==> config.mk <==
export PLATFORM = sky130hd
export DESIGN_NAME = lfsa_cell
export DESIGN_NICKNAME = d
export VERILOG_FILES = /design/src/hw/rtl/lfsa_pkg.sv /design/src/hw/rtl/lfsa_cell.sv
export SDC_FILE = /design/constraint.sdc
export NUM_CORES = 1
export LEC_CHECK = 0
export BUFFER_PORTS_ARGS = -buffer_cell sky130_fd_sc_hd__buf_2
export CORE_MARGIN = 3
export CORE_UTILIZATION = 45
export CTS_CLUSTER_SIZE = 40
export DETAILED_ROUTE_END_ITERATION = 16
export PLACE_DENSITY = 0.7
export SETUP_SLACK_MARGIN = 0.02
export SLEW_MARGIN = 30
export SYNTH_ARGS = -nofsm -noshare
export SYNTH_HDL_FRONTEND = slang
export SYNTH_SLANG_ARGS = --single-unit
==> constraint.sdc <==
create_clock -name clock -period 2.2 [get_ports clock]
set_clock_uncertainty 0.05 [all_clocks]
set_input_delay 0.11 -clock clock [delete_from_list [all_inputs] [get_ports clock]]
set_output_delay 0.11 -clock clock [all_outputs]
set_load 0.03 [all_outputs]
==> src/hw/rtl/lfsa_pkg.sv <==
// ----------------------------------------------------------------------------
// lfsa_pkg: shared definitions for the lowest-free-slot ID allocator
// Field widths, status codes, controller states and the cell command bundle.
// ----------------------------------------------------------------------------
package lfsa_pkg;

   // Default configuration
   localparam int DEF_NUM_SLOTS   = 64;
   localparam int DEF_HANDLE_BITS = 32;

   // Fixed port field widths
   localparam int HANDLE_W = 32;
   localparam int INDEX_W  = 6;
   localparam int STATUS_W = 2;
   localparam int COUNT_W  = 7;

   // Request modes
   localparam logic MODE_CREATE = 1'b0;
   localparam logic MODE_DELETE = 1'b1;

   // Response status codes
   localparam logic [STATUS_W-1:0] STATUS_OK        = 2'd0;
   localparam logic [STATUS_W-1:0] STATUS_FULL      = 2'd1;
   localparam logic [STATUS_W-1:0] STATUS_NOT_FOUND = 2'd2;
   localparam logic [STATUS_W-1:0] STATUS_INVALID   = 2'd3;

   // Controller states, one-hot
   typedef enum logic [2:0] {
      ST_IDLE   = 3'b001,
      ST_SCAN   = 3'b010,
      ST_REJECT = 3'b100
   } state_type;

   // Broadcast from the controller to every cell
   typedef struct packed {
      logic adv;   // chain may move and cells may write this cycle
      logic del;   // current transaction is a delete
   } cell_cmd_type;

endpackage

==> src/hw/rtl/lfsa_cell.sv <==
// ----------------------------------------------------------------------------
// lfsa_cell: one slot of the allocator chain
// Holds one handle. A search token enters from the left neighbor; the cell
// claims it on a match, otherwise hands it to the right neighbor.
// ----------------------------------------------------------------------------
module lfsa_cell #(
   parameter int HANDLE_BITS = lfsa_pkg::DEF_HANDLE_BITS
) (
   input  logic                   clock,
   input  logic                   reset,
   input  lfsa_pkg::cell_cmd_type cmd,
   input  logic [HANDLE_BITS-1:0] key,
   input  logic                   pass_in,
   output logic                   pass_out,
   output logic                   hit
);

   logic [HANDLE_BITS-1:0] handle_ff, handle_in;
   logic                   active_ff, active_in;
   logic                   match;

   // Create looks for an empty slot, delete for the same handle
   assign match    = cmd.del ? (handle_ff == key) : (handle_ff == '0);
   assign hit      = active_ff && match;
   assign pass_out = active_ff && !match;

   always_comb begin
      handle_in = handle_ff;
      active_in = active_ff;
      if (cmd.adv) begin
         active_in = pass_in;
         if (hit) begin
            handle_in = cmd.del ? '0 : key;
         end
      end
   end

   always_ff @(posedge clock) begin
      if (reset) begin
         handle_ff <= '0;
         active_ff <= 1'b0;
      end else begin
         handle_ff <= handle_in;
         active_ff <= active_in;
      end
   end

endmodule

==> metrics.yaml, run 1 <==
vdd_drop_max_uv: 332
crit_required_ns: 2.04
place_ws_ns: 0.194
fin_crit_sh_pct: 97.0
grtUsageTotal_pct: 19.1
numCtsBuffers: 5
hp-class: "primary input to register"
dp_hpwl_mm: 2.53
synth_edf_count: 0
grt_use_met3_pct: 5.80
dieWidth_um: 63.9
cts_tree: "yes"
grt_overflow: 0
syn_nets: 176
final_cell_mix: "38 x buf_2, 34 x dlygate4sd3_1, 33 x dfxtp_1"
hold_viol: 0
layout_commonest_cell: "buf_2"
worst_setup_path_start_kind: "primary input"
fmaxAchievable_ghz: 0.469
synth.avg_cell_area_um2: 10.8
drt_iter0_drc: 59
power.leakage_nw: 0.844
grtUsageMet2_pct: 29.5
synth-seq-area-share_pct: 43.8
fp.dieH_um: 63.9
clk_latency_ns: 0.34
synth_seq_cells: 33
synth_cell_type_count: 21
antenna_found_initial: 0
syn_inst: 139
num-nets-final: 252
cp_data_arrival_time_ns: 1.97
grt_max_degree: 17
antennaDiodeCount: 0
routedWlPerCell_um: 14.3
vias: 1335
port_buffers: 38
powerDensity_nw_per_um2: 544
yosys_most_used_dff: "dfxtp_1"
die-area_um2: 4080
area_growth_pct: 41.9
layout_setup_ws_ns: 0.0660
clk_pin_slew_ns: 0.10
grtUsageMet1_pct: 25.2
boundaryPins: 39
clockRootBuffer: "clkbuf_4"
ys_async_sr_fraction_pct: 0
relSlewSlack_pct: 71.2
outcome: "finished, final reports clean"
ys.warnings.count: 0
gp_congestion: 0.829
grt_pass1_vias: 1271
rows: 20
worst_setup_path_end_kind: "output port"
cts_buffer_depth: 2
htree_levels: 2
firstDrtPassIters: 4
synthesis.area_um2: 1510
maxCapViolations: 0
vias_per_cell: 5.13
drc: 0
core_area_um2: 3130
drv_slew: 0
gr-max-usage-layer: "met2"
holdWs_ns: 0.391
critical_path_class: "primary input to output port"
initial_core_util_pct: 48.2
tightest_slew_ns: 0.432
ant_nets: 0
wl_mm: 3.72
critPathMaxFanout: 2
finalSetupViolCount: 0
drive_gt1_share_pct: 25.9
post_cts_buffers: 0
fin_crit_ns: 2.13
grt_pass1_wl_mm: 6.00
cts.sinks: 33
-- metrics by stage --
stage                     TNS [ns]  util, %  total power, mW  cells  cell area (um^2)
after detailed placement         0     55.0            0.754    218              1720
after floorplan                  0        -            0.696    139              1510
final                            0     68.4             1.16    260              2140
after CTS                        0     68.0             1.17    260              2130
after global placement           0     55.0            0.751    218              1720
after global routing       -0.0325     68.4             1.22    260              2140
-- worst max-delay path: stages --
cell and delay, ns:
dlygate4sd3_1 0.54, buf_2 0.14, xnor2_1 0.18, nand4_1 0.13
nor4_2 0.33, a31oi_1 0.18, and2_1 0.19, buf_2 0.17
-- timing repair --
action / 4_1_cts / 5_1_grt
endpoints found under the hold margin: 33 / 0
hold buffers: 34 / 0
endpoints found under the setup margin: 0 / 2
resized for setup: 0 / 2
-- metal layers --
layer  vias to the layer above  share of wire [%]
li1                        674                  -
met1                       620                 47
met2                        35                 47
met3                         6                4.7
met4                         0                1.4
met5                         -                  0
-- layout make-up --
| type | count | area [um^2] |
|---|---|---|
| sequential | 33 | 661 |
| timing repair buffer | 76 | 561 |
| fill | 249 | 988 |
| multi-input combinational | 99 | 798 |
| clock inverter | 2 | 13.8 |
| clock buffer | 6 | 51.3 |
| tap | 44 | 55.1 |
-- registers in the layout (all words and copies together) (netlist names) --
register	flops
handle_ff	32
active_ff	1
-- cell usage after synthesis, types with 2 or more instances --
master | count | area [um^2]
nor2_1 | 4 | 15.0
buf_4 | 3 | 22.5
a22o_1 | 30 | 263
nor4_1 | 8 | 50.1
and2_1 | 3 | 18.8
xnor2_1 | 32 | 280
nand4_1 | 9 | 56.3
buf_6 | 3 | 33.8
a22o_2 | 2 | 20.0
dfxtp_1 | 33 | 661
nor3_1 | 2 | 10.0
-- cell families (layout without fill, tap and decap cells) --
logic type / count (synthesis) / in the layout / synth area share [%]
simple gates: 32 / 32 / 12.6
buf+inv: 7 / 84 / 4.07
flops: 33 / 33 / 43.8
mux: 1 / 1 / 0.664
xor+xnor: 32 / 32 / 18.6
compound gates: 34 / 34 / 20.2
-- power breakdown --
group	internal (mW)	switching (mW)
sequential	0.604	0.00681
clock	0.156	0.218
combinational	0.105	0.0741
-- final timing paths --
path | from | to | slack (ns) | cells after the start
worst max-delay path | key[20] | pass_out | 0.07 | 8
worst min-delay path | cmd[0] | handle_ff[2] | 0.39 | 4
worst max register to register | handle_ff[19] | handle_ff[31] | 0.15 | 6
worst min register to register | handle_ff[27] | handle_ff[27] | 0.49 | 1
Power figures use the tool's default switching activity.
==> run 2: changes to the inputs <==
--- a/config.mk
+++ b/config.mk
@@ -7,10 +7,11 @@
 export LEC_CHECK = 0
 export BUFFER_PORTS_ARGS = -buffer_cell sky130_fd_sc_hd__buf_2
 export CORE_MARGIN = 3
-export CORE_UTILIZATION = 45
+export CORE_UTILIZATION = 30
+export CTS_BUF_LIST = sky130_fd_sc_hd__clkbuf_4 sky130_fd_sc_hd__clkbuf_8 sky130_fd_sc_hd__clkbuf_16
 export CTS_CLUSTER_SIZE = 40
 export DETAILED_ROUTE_END_ITERATION = 16
-export PLACE_DENSITY = 0.7
+export MAX_ROUTING_LAYER = met4
 export SETUP_SLACK_MARGIN = 0.02
 export SLEW_MARGIN = 30
 export SYNTH_ARGS = -nofsm -noshare
==> run 2 against run 1 <==
  * Worst hold slack lost 0.39 ns
  * Via count decreased by 6.0%
  * Worst setup slack improved by 0.071 ns
  * Clock power grew 54%
  * Critical path type unchanged
  * Highest routed layer unchanged
==> metrics.yaml, run 2 (synthesized netlist as in run 1, its figures left out) <==
outcome: "finished, final reports clean"
fin_crit_ns: 2.06
place_ws_ns: 0.323
internal_power_mw: 1.02
pwr-share-clk_pct: 43.3
gp_congestion: 0.769
grtUsageTotal_pct: 12.8
holdWs_ns: 0.00544
largestRegisters: "handle_ff: 32 flops, active_ff: 1 flops"
cp_data_arrival_time_ns: 1.90
vdd_drop_max_uv: 325
layout_commonest_cell: "buf_2"
initial_core_util_pct: 31.5
core_area_um2: 4790
drive_gt1_share_pct: 30.2
powerDensity_nw_per_um2: 676
antennaDiodeCount: 0
grt_pass1_wl_mm: 5.80
power.leakage_nw: 0.749
tightest_slew_ns: 0.304
boundaryPins: 39
largest_reg_flops: 32
routedWlPerCell_um: 13.9
vias: 1255
clockRootBuffer: "clkbuf_8"
fin_setup_tns_ns: 0
cts_tree: "yes"
fmaxAchievable_ghz: 0.485
numCtsBuffers: 5
firstDrtPassIters: 4
grt_max_degree: 24
cts_buffer_depth: 2
dieWidth_um: 76.9
vias_per_cell: 4.90
clk_pin_slew_ns: 0.08
critPathMaxFanout: 2
clk_latency_ns: 0.29
ant_nets: 0
dp_hpwl_mm: 2.62
antenna_found_initial: 0
pwr-share-comb_pct: 10.8
maxCapViolations: 0
p_sw_uw: 311
critical_path_class: "primary input to output port"
num-nets-final: 225
port_buffers: 38
die-area_um2: 5910
area_growth_pct: 30.5
drt_iter0_drc: 131
layout_setup_ws_ns: 0.137
seqPwrFrac_pct: 46.0
cts.sinks: 33
rows: 25
htree_levels: 2
fin_crit_sh_pct: 93.8
drv_slew: 0
drc: 0
finalSetupViolCount: 0
crit_required_ns: 2.04
top_register: "handle_ff"
worst_setup_path_start_kind: "primary input"
hp-class: "primary input to register"
final_cell_mix: "38 x buf_2, 33 x dfxtp_1, 32 x xnor2_1"
worst_setup_path_end_kind: "output port"
p_sw_share_pct: 23.4
post_cts_buffers: 0
wl_mm: 3.56
grt_pass1_vias: 1235
reg2reg_slack_ns: 0.32
relSlewSlack_pct: 79.6
rsz0062_at_grt: "no"
grt_overflow: 0
hold_viol: 0
fp.dieH_um: 76.9
utilization_pct: 41.1
[run 2: cell count changes in the layout (fill, tap and decap cells not counted)]
cell | before | now
nor4_2 | 3 | 4
clkbuf_4 | 5 | 0
buf_4 | 4 | 3
bufinv_16 | 0 | 1
dlygate4sd3_1 | 34 | 7
clkbuf_8 | 1 | 5
clkinv_2 | 1 | 0
nor4_1 | 6 | 5
clkinvlp_4 | 0 | 1
buf_12 | 0 | 1
[run 2: routing by layer]
metal,up-vias,GRT usage [%],share of wire (%)
met3,6,4.34,7.1
li1,625,-,-
met1,581,16.8,48
met2,43,18.3,44
met4,0,4.35,1.4
met5,-,-,0
[run 2: power groups by stage]
stage | registers [mW] | logic (mW) | clock network (mW)
after global placement | 0.624 | 0.134 | 0
after floorplan | 0.623 | 0.0730 | 0
after global routing | 0.612 | 0.157 | 0.613
final | 0.611 | 0.143 | 0.575
after detailed placement | 0.624 | 0.132 | 0
after CTS | 0.610 | 0.143 | 0.591
[run 2: area by class of cell]
class,instances,area [um^2]
fillers,476,2820
multi-input cells,99,805
flip-flops and latches,33,661
repair buffers,49,303
well taps,67,83.8
clock buffers,5,68.8
clock inverters,3,46.3
[run 2: timing repair]
action | CTS | global route
resized for setup | 0 | 3
hold buffers | 7 | 0
endpoints found under the setup margin | 0 | 2
endpoints found under the hold margin | 7 | 0
[run 2: worst paths after layout]
path                                   start            end  cells past startpoint
worst max-delay path                 key[26]       pass_out                      8
worst min-delay path                  key[9]   handle_ff[9]                      2
worst max register to register  handle_ff[6]  handle_ff[31]                      6
worst min register to register     active_ff      active_ff                      2
[run 2: metrics by stage]
stage          cell area, um^2  cells  power (mW)
3_3_place_gp              1760    241       0.758
4_1_cts                   1950    256        1.34
6_report                  1970    256        1.33
5_1_grt                   1970    256        1.38
2_1_floorplan             1510    139       0.696
3_5_place_dp              1760    241       0.756
[run 2: critical path, stage by stage]
cell and delay [ns]:
dlygate4sd3_1 0.53, buf_2 0.13, xnor2_1 0.13, nand4_1 0.12, nor4_2 0.36, a31oi_1 0.17
and2_1 0.18, buf_2 0.17
